`src/design/dpm_pkg.sv`:
```
package dpm_pkg;

    // default geometry
    localparam int DPM_FRAMES = 4;
    localparam int DPM_VPAGES = 8;
    localparam int DPM_WPP    = 2;

    // fixed field widths
    localparam int WORD_W     = 32;
    localparam int ADDR_W     = 4;
    localparam int ADDR_SPAN  = 1 << ADDR_W;
    localparam int EVPG_W     = 3;
    localparam int FIDX_OUT_W = 2;

    localparam logic REQ_READ  = 1'b0;
    localparam logic REQ_WRITE = 1'b1;

    typedef enum logic [2:0] {
        ST_IDLE,
        ST_LOOKUP,
        ST_SCAN,
        ST_EVICT,
        ST_FILL,
        ST_ACCESS,
        ST_DONE
    } state_t;

    typedef struct packed {
        logic take_req;
        logic lookup_hit;
        logic claim_free;
        logic scan_start;
        logic scan_step;
        logic evict_step;
        logic fill_step;
        logic access;
        logic emit;
    } cmd_t;

    typedef struct packed {
        logic hit;
        logic full;
        logic scan_last;
        logic xfer_last;
        logic out_free;
    } status_t;

endpackage

```
`src/design/demand_paged_memory_lru.sv`:
```
// Demand-paged word memory with LRU frame replacement.
// Input channel (in_valid/in_stall) takes one access word: req_type, address,
// write_value. Output channel (out_valid/out_stall) returns one result word
// per access: read_data, page_fault, evicted, evicted_page, frame_index,
// fault_count.
// One access at a time; the controller steps through the work and the next
// word is taken as soon as the controller is back in idle. States per access:
//   hit:                  lookup, access, done
//   miss, free frame:     lookup, fill, access, done
//   miss with eviction:   lookup, scan, evict, fill, access, done
// An eviction adds the victim scan (one stamp per cycle) and the word copies
// from frame memory to backing store before the fill.
// Reset empties all frames and clears the access clock and fault count; the
// backing store reads as all ones until a page is written back, tracked by
// one valid bit per page, so the block is ready straight after reset.
// A result waits in the output register while out_stall is high; a new access
// may be taken meanwhile but its result is held back until the old one goes.
module demand_paged_memory_lru #(
    parameter int FRAMES         = dpm_pkg::DPM_FRAMES,
    parameter int VIRTUAL_PAGES  = dpm_pkg::DPM_VPAGES,
    parameter int WORDS_PER_PAGE = dpm_pkg::DPM_WPP
) (
    input  logic                              clk,
    input  logic                              rst_n,
    input  logic                              in_valid,
    output logic                              in_stall,
    input  logic                              req_type,
    input  logic [dpm_pkg::ADDR_W-1:0]        address,
    input  logic signed [dpm_pkg::WORD_W-1:0] write_value,
    output logic                              out_valid,
    input  logic                              out_stall,
    output logic signed [dpm_pkg::WORD_W-1:0] read_data,
    output logic                              page_fault,
    output logic                              evicted,
    output logic [dpm_pkg::EVPG_W-1:0]        evicted_page,
    output logic [dpm_pkg::FIDX_OUT_W-1:0]    frame_index,
    output logic [dpm_pkg::WORD_W-1:0]        fault_count
);
    import dpm_pkg::*;

    cmd_t    cmd;
    status_t sts;

    dpm_ctrl u_ctrl (
        .clk      (clk),
        .rst_n    (rst_n),
        .in_valid (in_valid),
        .sts      (sts),
        .in_stall (in_stall),
        .cmd      (cmd)
    );

    dpm_datapath #(
        .FRAMES         (FRAMES),
        .VIRTUAL_PAGES  (VIRTUAL_PAGES),
        .WORDS_PER_PAGE (WORDS_PER_PAGE)
    ) u_datapath (
        .clk          (clk),
        .rst_n        (rst_n),
        .cmd          (cmd),
        .sts          (sts),
        .req_type     (req_type),
        .address      (address),
        .write_value  (write_value),
        .out_stall    (out_stall),
        .out_valid    (out_valid),
        .read_data    (read_data),
        .page_fault   (page_fault),
        .evicted      (evicted),
        .evicted_page (evicted_page),
        .frame_index  (frame_index),
        .fault_count  (fault_count)
    );

endmodule

```
`src/design/dpm_ctrl.sv`:
```
module dpm_ctrl (
    input  logic             clk,
    input  logic             rst_n,
    input  logic             in_valid,
    input  dpm_pkg::status_t sts,
    output logic             in_stall,
    output dpm_pkg::cmd_t    cmd
);
    import dpm_pkg::*;

    state_t state_reg;
    state_t state_next;

    always_ff @(posedge clk or negedge rst_n)
    begin
        if (!rst_n)
        begin
            state_reg <= ST_IDLE;
        end
        else
        begin
            state_reg <= state_next;
        end
    end

    always_comb
    begin
        state_next = state_reg;
        cmd        = '0;
        in_stall   = 1'b1;
        unique case (state_reg)
            ST_IDLE:
            begin
                in_stall = 1'b0;
                if (in_valid)
                begin
                    cmd.take_req = 1'b1;
                    state_next   = ST_LOOKUP;
                end
            end
            ST_LOOKUP:
            begin
                if (sts.hit)
                begin
                    cmd.lookup_hit = 1'b1;
                    state_next     = ST_ACCESS;
                end
                else if (!sts.full)
                begin
                    cmd.claim_free = 1'b1;
                    state_next     = ST_FILL;
                end
                else
                begin
                    cmd.scan_start = 1'b1;
                    state_next     = ST_SCAN;
                end
            end
            ST_SCAN:
            begin
                cmd.scan_step = 1'b1;
                if (sts.scan_last)
                begin
                    state_next = ST_EVICT;
                end
            end
            ST_EVICT:
            begin
                cmd.evict_step = 1'b1;
                if (sts.xfer_last)
                begin
                    state_next = ST_FILL;
                end
            end
            ST_FILL:
            begin
                cmd.fill_step = 1'b1;
                if (sts.xfer_last)
                begin
                    state_next = ST_ACCESS;
                end
            end
            ST_ACCESS:
            begin
                cmd.access = 1'b1;
                state_next = ST_DONE;
            end
            ST_DONE:
            begin
                if (sts.out_free)
                begin
                    cmd.emit   = 1'b1;
                    state_next = ST_IDLE;
                end
            end
            default:
            begin
                state_next = ST_IDLE;
            end
        endcase
    end

endmodule

```
`src/design/dpm_datapath.sv`:
```
module dpm_datapath #(
    parameter int FRAMES         = dpm_pkg::DPM_FRAMES,
    parameter int VIRTUAL_PAGES  = dpm_pkg::DPM_VPAGES,
    parameter int WORDS_PER_PAGE = dpm_pkg::DPM_WPP
) (
    input  logic                              clk,
    input  logic                              rst_n,
    input  dpm_pkg::cmd_t                     cmd,
    output dpm_pkg::status_t                  sts,
    input  logic                              req_type,
    input  logic [dpm_pkg::ADDR_W-1:0]        address,
    input  logic signed [dpm_pkg::WORD_W-1:0] write_value,
    input  logic                              out_stall,
    output logic                              out_valid,
    output logic signed [dpm_pkg::WORD_W-1:0] read_data,
    output logic                              page_fault,
    output logic                              evicted,
    output logic [dpm_pkg::EVPG_W-1:0]        evicted_page,
    output logic [dpm_pkg::FIDX_OUT_W-1:0]    frame_index,
    output logic [dpm_pkg::WORD_W-1:0]        fault_count
);
    import dpm_pkg::*;

    localparam int FIDX_W   = $clog2(FRAMES);
    localparam int FU_W     = $clog2(FRAMES + 1);
    localparam int PG_W     = $clog2(VIRTUAL_PAGES);
    localparam int OFF_W    = (WORDS_PER_PAGE > 1) ? $clog2(WORDS_PER_PAGE) : 1;
    localparam int CNT_W    = $clog2(WORDS_PER_PAGE + 1);
    localparam int FW_DEPTH = FRAMES * WORDS_PER_PAGE;
    localparam int BS_DEPTH = VIRTUAL_PAGES * WORDS_PER_PAGE;
    localparam int FW_AW    = $clog2(FW_DEPTH);
    localparam int BS_AW    = $clog2(BS_DEPTH);

    // latched request
    logic                 is_write_reg;
    logic [PG_W-1:0]      page_reg;
    logic [OFF_W-1:0]     offset_reg;
    logic [WORD_W-1:0]    wval_reg;

    // frame bookkeeping
    logic [PG_W-1:0]      frame_page_reg [FRAMES];
    logic [WORD_W-1:0]    stamp_reg [FRAMES];
    logic [FU_W-1:0]      frames_used_reg;
    logic [WORD_W-1:0]    clock_reg;
    logic [WORD_W-1:0]    fault_total_reg;
    logic [VIRTUAL_PAGES-1:0] page_valid_reg;

    // per-access working state
    logic [FIDX_W-1:0]    slot_reg;
    logic [FIDX_W-1:0]    best_reg;
    logic [WORD_W-1:0]    best_stamp_reg;
    logic [FIDX_W-1:0]    scan_idx_reg;
    logic [CNT_W-1:0]     cnt_reg;
    logic                 fault_reg;
    logic                 ev_reg;
    logic [PG_W-1:0]      ev_page_reg;

    // result register
    logic                 out_valid_reg;
    logic [WORD_W-1:0]    rdata_out_reg;
    logic                 fault_out_reg;
    logic                 ev_out_reg;
    logic [PG_W-1:0]      ev_page_out_reg;
    logic [FIDX_W-1:0]    slot_out_reg;
    logic [WORD_W-1:0]    fault_count_out_reg;

    // memories
    logic [WORD_W-1:0]    fw_mem [FW_DEPTH];
    logic [WORD_W-1:0]    bs_mem [BS_DEPTH];
    logic [WORD_W-1:0]    fw_rdata_reg;
    logic [WORD_W-1:0]    bs_rdata_reg;

    logic                 fw_we;
    logic [FW_AW-1:0]     fw_waddr;
    logic [WORD_W-1:0]    fw_wdata;
    logic                 fw_re;
    logic [FW_AW-1:0]     fw_raddr;
    logic                 bs_we;
    logic [BS_AW-1:0]     bs_waddr;
    logic                 bs_re;
    logic [BS_AW-1:0]     bs_raddr;

    logic [PG_W-1:0]      in_page;
    logic [OFF_W-1:0]     in_offset;
    logic                 hit;
    logic [FIDX_W-1:0]    hit_idx;
    logic                 older;
    logic [FIDX_W-1:0]    best_next;
    logic [WORD_W-1:0]    best_stamp_next;
    logic                 xfer_last;
    logic                 scan_last;
    logic                 out_free;
    logic [CNT_W-1:0]     cnt_prev;

    // address split, one entry per address value
    always_comb
    begin
        in_page   = '0;
        in_offset = '0;
        for (int a = 0; a < ADDR_SPAN; a++)
        begin
            if (address == ADDR_W'(a))
            begin
                in_page   = PG_W'((a / WORDS_PER_PAGE) % VIRTUAL_PAGES);
                in_offset = OFF_W'(a % WORDS_PER_PAGE);
            end
        end
    end

    // lowest filled frame holding the page
    always_comb
    begin
        hit     = 1'b0;
        hit_idx = '0;
        for (int i = FRAMES - 1; i >= 0; i--)
        begin
            if ((FU_W'(i) < frames_used_reg) && (frame_page_reg[i] == page_reg))
            begin
                hit     = 1'b1;
                hit_idx = FIDX_W'(i);
            end
        end
    end

    // strict compare keeps the lower index on a tie
    assign older           = stamp_reg[scan_idx_reg] < best_stamp_reg;
    assign best_next       = older ? scan_idx_reg : best_reg;
    assign best_stamp_next = older ? stamp_reg[scan_idx_reg] : best_stamp_reg;

    assign scan_last = scan_idx_reg == FIDX_W'(FRAMES - 1);
    assign xfer_last = cnt_reg == CNT_W'(WORDS_PER_PAGE);
    assign out_free  = !out_valid_reg || !out_stall;
    assign cnt_prev  = cnt_reg - CNT_W'(1);

    assign sts.hit       = hit;
    assign sts.full      = frames_used_reg == FU_W'(FRAMES);
    assign sts.scan_last = scan_last;
    assign sts.xfer_last = xfer_last;
    assign sts.out_free  = out_free;

    // memory port steering
    always_comb
    begin
        fw_we    = 1'b0;
        fw_waddr = '0;
        fw_wdata = wval_reg;
        fw_re    = 1'b0;
        fw_raddr = '0;
        bs_we    = 1'b0;
        bs_waddr = '0;
        bs_re    = 1'b0;
        bs_raddr = '0;
        if (cmd.evict_step)
        begin
            fw_re    = !xfer_last;
            fw_raddr = FW_AW'(32'(slot_reg) * WORDS_PER_PAGE + 32'(cnt_reg));
            bs_we    = cnt_reg != '0;
            bs_waddr = BS_AW'(32'(ev_page_reg) * WORDS_PER_PAGE + 32'(cnt_prev));
        end
        if (cmd.fill_step)
        begin
            bs_re    = !xfer_last;
            bs_raddr = BS_AW'(32'(page_reg) * WORDS_PER_PAGE + 32'(cnt_reg));
            fw_we    = cnt_reg != '0;
            fw_waddr = FW_AW'(32'(slot_reg) * WORDS_PER_PAGE + 32'(cnt_prev));
            // a page never written back still holds its reset value
            fw_wdata = page_valid_reg[page_reg] ? bs_rdata_reg : '1;
        end
        if (cmd.access)
        begin
            fw_we    = is_write_reg == REQ_WRITE;
            fw_re    = is_write_reg == REQ_READ;
            fw_waddr = FW_AW'(32'(slot_reg) * WORDS_PER_PAGE + 32'(offset_reg));
            fw_raddr = fw_waddr;
            fw_wdata = wval_reg;
        end
    end

    always_ff @(posedge clk)
    begin
        if (fw_we)
        begin
            fw_mem[fw_waddr] <= fw_wdata;
        end
        if (fw_re)
        begin
            fw_rdata_reg <= fw_mem[fw_raddr];
        end
    end

    always_ff @(posedge clk)
    begin
        if (bs_we)
        begin
            bs_mem[bs_waddr] <= fw_rdata_reg;
        end
        if (bs_re)
        begin
            bs_rdata_reg <= bs_mem[bs_raddr];
        end
    end

    // control state
    always_ff @(posedge clk or negedge rst_n)
    begin
        if (!rst_n)
        begin
            frames_used_reg <= '0;
            clock_reg       <= '0;
            fault_total_reg <= '0;
            page_valid_reg  <= '0;
            out_valid_reg   <= 1'b0;
        end
        else
        begin
            if (cmd.take_req)
            begin
                clock_reg <= clock_reg + WORD_W'(1);
            end
            if (cmd.claim_free)
            begin
                frames_used_reg <= frames_used_reg + FU_W'(1);
            end
            if (cmd.claim_free || cmd.scan_start)
            begin
                fault_total_reg <= fault_total_reg + WORD_W'(1);
            end
            if (cmd.evict_step && xfer_last)
            begin
                page_valid_reg[ev_page_reg] <= 1'b1;
            end
            if (cmd.emit)
            begin
                out_valid_reg <= 1'b1;
            end
            else if (!out_stall)
            begin
                out_valid_reg <= 1'b0;
            end
        end
    end

    // payload
    always_ff @(posedge clk)
    begin
        if (cmd.take_req)
        begin
            is_write_reg <= req_type;
            page_reg     <= in_page;
            offset_reg   <= in_offset;
            wval_reg     <= write_value;
            fault_reg    <= 1'b0;
            ev_reg       <= 1'b0;
            ev_page_reg  <= '0;
        end
        if (cmd.lookup_hit)
        begin
            slot_reg <= hit_idx;
        end
        if (cmd.claim_free)
        begin
            slot_reg  <= FIDX_W'(frames_used_reg);
            fault_reg <= 1'b1;
            cnt_reg   <= '0;
        end
        if (cmd.scan_start)
        begin
            fault_reg      <= 1'b1;
            best_reg       <= '0;
            best_stamp_reg <= stamp_reg[0];
            scan_idx_reg   <= FIDX_W'(1);
        end
        if (cmd.scan_step)
        begin
            best_reg       <= best_next;
            best_stamp_reg <= best_stamp_next;
            scan_idx_reg   <= scan_idx_reg + FIDX_W'(1);
            if (scan_last)
            begin
                slot_reg    <= best_next;
                ev_reg      <= 1'b1;
                ev_page_reg <= frame_page_reg[best_next];
                cnt_reg     <= '0;
            end
        end
        if (cmd.evict_step || cmd.fill_step)
        begin
            cnt_reg <= xfer_last ? '0 : cnt_reg + CNT_W'(1);
        end
        if (cmd.fill_step && xfer_last)
        begin
            frame_page_reg[slot_reg] <= page_reg;
        end
        if (cmd.access)
        begin
            stamp_reg[slot_reg] <= clock_reg;
        end
        if (cmd.emit)
        begin
            rdata_out_reg       <= (is_write_reg == REQ_WRITE) ? '0 : fw_rdata_reg;
            fault_out_reg       <= fault_reg;
            ev_out_reg          <= ev_reg;
            ev_page_out_reg     <= ev_page_reg;
            slot_out_reg        <= slot_reg;
            fault_count_out_reg <= fault_total_reg;
        end
    end

    assign out_valid    = out_valid_reg;
    assign read_data    = rdata_out_reg;
    assign page_fault   = fault_out_reg;
    assign evicted      = ev_out_reg;
    assign evicted_page = EVPG_W'(ev_page_out_reg);
    assign frame_index  = FIDX_OUT_W'(slot_out_reg);
    assign fault_count  = fault_count_out_reg;

endmodule

```
`config.mk`:
```
export PLATFORM = sky130hd
export DESIGN_NAME = demand_paged_memory_lru
export DESIGN_NICKNAME = d
export VERILOG_FILES = /design/src/design/dpm_pkg.sv /design/src/design/demand_paged_memory_lru.sv /design/src/design/dpm_ctrl.sv /design/src/design/dpm_datapath.sv
export SDC_FILE = /design/constraint.sdc
export NUM_CORES = 1
export LEC_CHECK = 0
export BUFFER_PORTS_ARGS = -buffer_cell sky130_fd_sc_hd__buf_2
export CAP_MARGIN = 15
export CELL_PAD_IN_SITES_DETAIL_PLACEMENT = 0
export CELL_PAD_IN_SITES_GLOBAL_PLACEMENT = 1
export CORE_MARGIN = 2
export CORE_UTILIZATION = 57
export DETAILED_ROUTE_END_ITERATION = 10
export GPL_ROUTABILITY_DRIVEN = 1
export GPL_TIMING_DRIVEN = 1
export PLACE_DENSITY_LB_ADDON = 0.1
export SLEW_MARGIN = 30
export SYNTH_ARGS = -nofsm -noshare
export SYNTH_HDL_FRONTEND = slang
export SYNTH_SLANG_ARGS = --single-unit
```
`constraint.sdc`:
```
create_clock -name clk -period 15.5 [get_ports clk]
set_clock_uncertainty 0.15 [all_clocks]
set_input_delay 0.775 -clock clk [delete_from_list [all_inputs] [get_ports clk]]
set_output_delay 0.775 -clock clk [all_outputs]
set_load 0.01 [all_outputs]
```
==> results.json <==
{
  "ant_nets": 0,
  "grt_max_degree": 79,
  "cts_setup_buffers": 0,
  "reg2reg_depth": 10,
  "synth.top_cell.area_share": 0.708,
  "wl_met3_um": 6210,
  "grt_pass1_wl_um": 163000,
  "final_common_cell": "edfxtp_1",
  "drt-met1-wl_um": 44100,
  "core_area_um2": 82100,
  "post_cts_resized": 0,
  "antenna_found_initial": 0,
  "io_pins": 114,
  "wl_per_cell_um": 24.9,
  "ys_seq_elements": 1206,
  "synthSimpleGateAreaFrac": 0.0888,
  "yosysUniqueCellTypes": 69,
  "syn_area_per_cell_um2": 15.6,
  "fin_crit_ns": 4.20,
  "drcViolationCount": 0,
  "fill_cells": 5728,
  "mostFrequentLayoutCells": "edfxtp_1 (1116), nand2_1 (502), nand3_1 (200)",
  "multi_input_area_um2": 11100,
  "fin_cells": 4347,
  "worstHoldStart": "write_value[17]",
  "ys_warn_count": 0,
  "topRoutingLayerUsed": "met4",
  "dr_wl_met2_um": 54600,
  "yosysSeqAreaShare": 0.755,
  "port_buffers": 113,
  "synth_compound_area_frac": 0.0460,
  "dieHeight_um": 292,
  "clk_pin_slew_ns": 0.06,
  "synth_area_leaders": "edfxtp_1 (71%), mux4_2 (4.6%), dfrtp_1 (4.2%)",
  "hold-path-endpoint": "u_datapath.wval_reg[17]",
  "crit_required_ns": 15.67,
  "status": "complete, no violations",
  "async_flop_share": 0.0655,
  "fin_nets": 3258,
  "crit_type": "register to register",
  "die_x_um": 292,
  "synth_xor_area_frac": 0.0148,
  "synth_largest_area_cell": "edfxtp_1",
  "pre_cts_slack_ns": 11.18,
  "drt_iter0_drc": 2570,
  "fin_tns_setup_ns": 0,
  "synth_adder_area_share": 0.0119,
  "clock_sinks": 1206,
  "startpoint_type": "register",
  "cts_tree": "built",
  "dr.pass1.iters": 6,
  "cts_buffers": 120,
  "layout_setup_ws_ns": 11.30,
  "crit_arrival_ns": 4.37,
  "syn_area_um2": 47300,
  "drv_cap": 0,
  "gp_congestion": 0.803,
  "htreeDepth": 3,
  "track_usage": 0.256,
  "slew-limit-headroom": 0.371,
  "synth_top_family_by_area": "simple AND/OR/NAND/NOR gates",
  "fmax_mhz": 238,
  "vias": 26300,
  "seq_area_um2": 35700,
  "area_growth_pct": 12.8,
  "synthCells": 3037,
  "reg2reg_slack_ns": 11.30,
  "dpl.hpwl_um": 59900,
  "initial_core_util": 0.576,
  "clkLatencyLatePin_ns": 0.69,
  "hold_violations": 0,
  "finalMaxSlewViolations": 0,
  "period_share": 0.271,
  "ys.flop_type": "edfxtp_1",
  "rsz0062_at_grt": "no",
  "gr-total-overflow": 0,
  "rows": 105,
  "r2r-end": "u_datapath.best_stamp_reg[4]",
  "routed_via_density": 6.04,
  "hold_class": "input pin to register",
  "grt_pass1_vias": 26700,
  "crit_fanout": 32,
  "largest_reg_flops": 512,
  "p_leak_nw": 18.6,
  "clock_path_buffers": 3,
  "syn-num-nets": 3123,
  "dieArea_um2": 85300,
  "final_layout_size_suffix_gt1_frac": 0.157,
  "hold_depth": 1,
  "cp-end-kind": "register",
  "peakVddDrop_uv": 142,
  "setup_viol": 0,
  "synth_edf_count": 1116,
  "powerDensity_nw_per_um2": 172,
  "worst_slew_pin_slew_ns": 0.944,
  "cts-root-buf": "clkbuf_16",
  "drt_wl_total_um": 108000,
  "place_inst": 4118,
  "synthMuxAreaShare": 0.0661
}
-- kinds of logic (layout without fill, tap and decap cells) --
group / Yosys count / after routing
AOI/OAI and AO/OA: 345 / 345
xor gates and xnor gates: 80 / 80
adders and majority gates: 45 / 45
buffers and inverters: 216 / 455
DFF: 1206 / 1206
muxes: 186 / 186
other: 0 / 1
and+or+nand+nor: 959 / 959
-- report_power, final --
part / internal [mW] / switching (mW) / total (mW) / leakage [nW]
Clock: 1.62 / 1.20 / 2.82 / 1.89
Combinational: 0.671 / 1.30 / 1.97 / 5.44
Sequential: 4.10 / 0.301 / 4.41 / 11.3
-- cell usage after synthesis, types with 8 or more instances --
cell / instances
edfxtp_1: 1116
nand2_1: 504
nand3_1: 200
nor2_1: 143
clkbuf_1: 124
mux4_2: 96
o21ai_0: 96
dfrtp_1: 79
a21oi_1: 76
mux2i_1: 73
inv_1: 54
ha_1: 45
xnor2_1: 45
nor2b_1: 36
xor2_1: 35
o22ai_1: 34
o22a_1: 33
a31oi_1: 31
o221ai_1: 31
buf_1: 25
and3_1: 17
mux2_2: 14
nand4_1: 12
dfxtp_1: 11
a211oi_1: 9
buf_2: 8
-- what timing repair did --
item                       in CTS  in global routing
hold buffers                    1                  0
setup endpoints to repair       0                  0
hold endpoints to repair       14                  0
-- final cells by class --
| type | count | area share |
|---|---|---|
| well taps | 1070 | 0.0251 |
| clock buffers | 163 | 0.0616 |
| inverters | 55 | 0.00387 |
| flip-flops and latches | 1206 | 0.669 |
| diodes | 1 | 0.0000469 |
| repair buffers | 174 | 0.0208 |
| clock inverters | 63 | 0.0111 |
| multi-input cells | 1615 | 0.208 |
-- routing by layer --
layer | track usage | vias to the layer above
met3 | 0.0363 | 159
met5 | 0 | -
met1 | 0.339 | 13500
met2 | 0.439 | 830
li1 | - | 11700
met4 | 0.0847 | 0
-- critical path, stage by stage, from the launching register on --
cell and delay, ns:
dfxtp_2 0.31, buf_4 0.53, mux4_2 0.62, ha_1 0.33, a21oi_1 0.13, o21ai_0 0.15
a221oi_1 0.39, nand4_1 0.15, a211o_1 0.41, o32ai_4 0.15, buf_4 0.44
-- how the worst max path moves through the flow --
stage | from | to | slack [ns] | depth (start not counted)
after floorplan | u_ctrl.state_reg[2] | u_datapath.fw_mem[4][0] | 10.15 | 5
after global placement | u_datapath.cnt_reg[0] | u_datapath.fw_mem[7][3] | 10.43 | 10
after detailed placement | register | u_datapath.best_stamp_reg[7] | 11.18 | 10
after CTS | register | u_datapath.best_stamp_reg[4] | 11.16 | 10
after global routing | register | u_datapath.best_stamp_reg[4] | 10.99 | 10
final | register | u_datapath.best_stamp_reg[4] | 11.30 | 10
-- per-stage QoR --
stage                     cell area [µm²]  power [mW]  utilization  hold slack, ns
after floorplan                     47300        5.67            -           0.256
after global placement              49400        6.36        0.601           0.269
after detailed placement            49500        6.44        0.602           0.268
after CTS                           53300        9.25        0.650          0.0611
after global routing                53400        9.58        0.650          0.0777
final                               53400        9.19        0.650           0.104
Power figures use the tool's default switching activity.
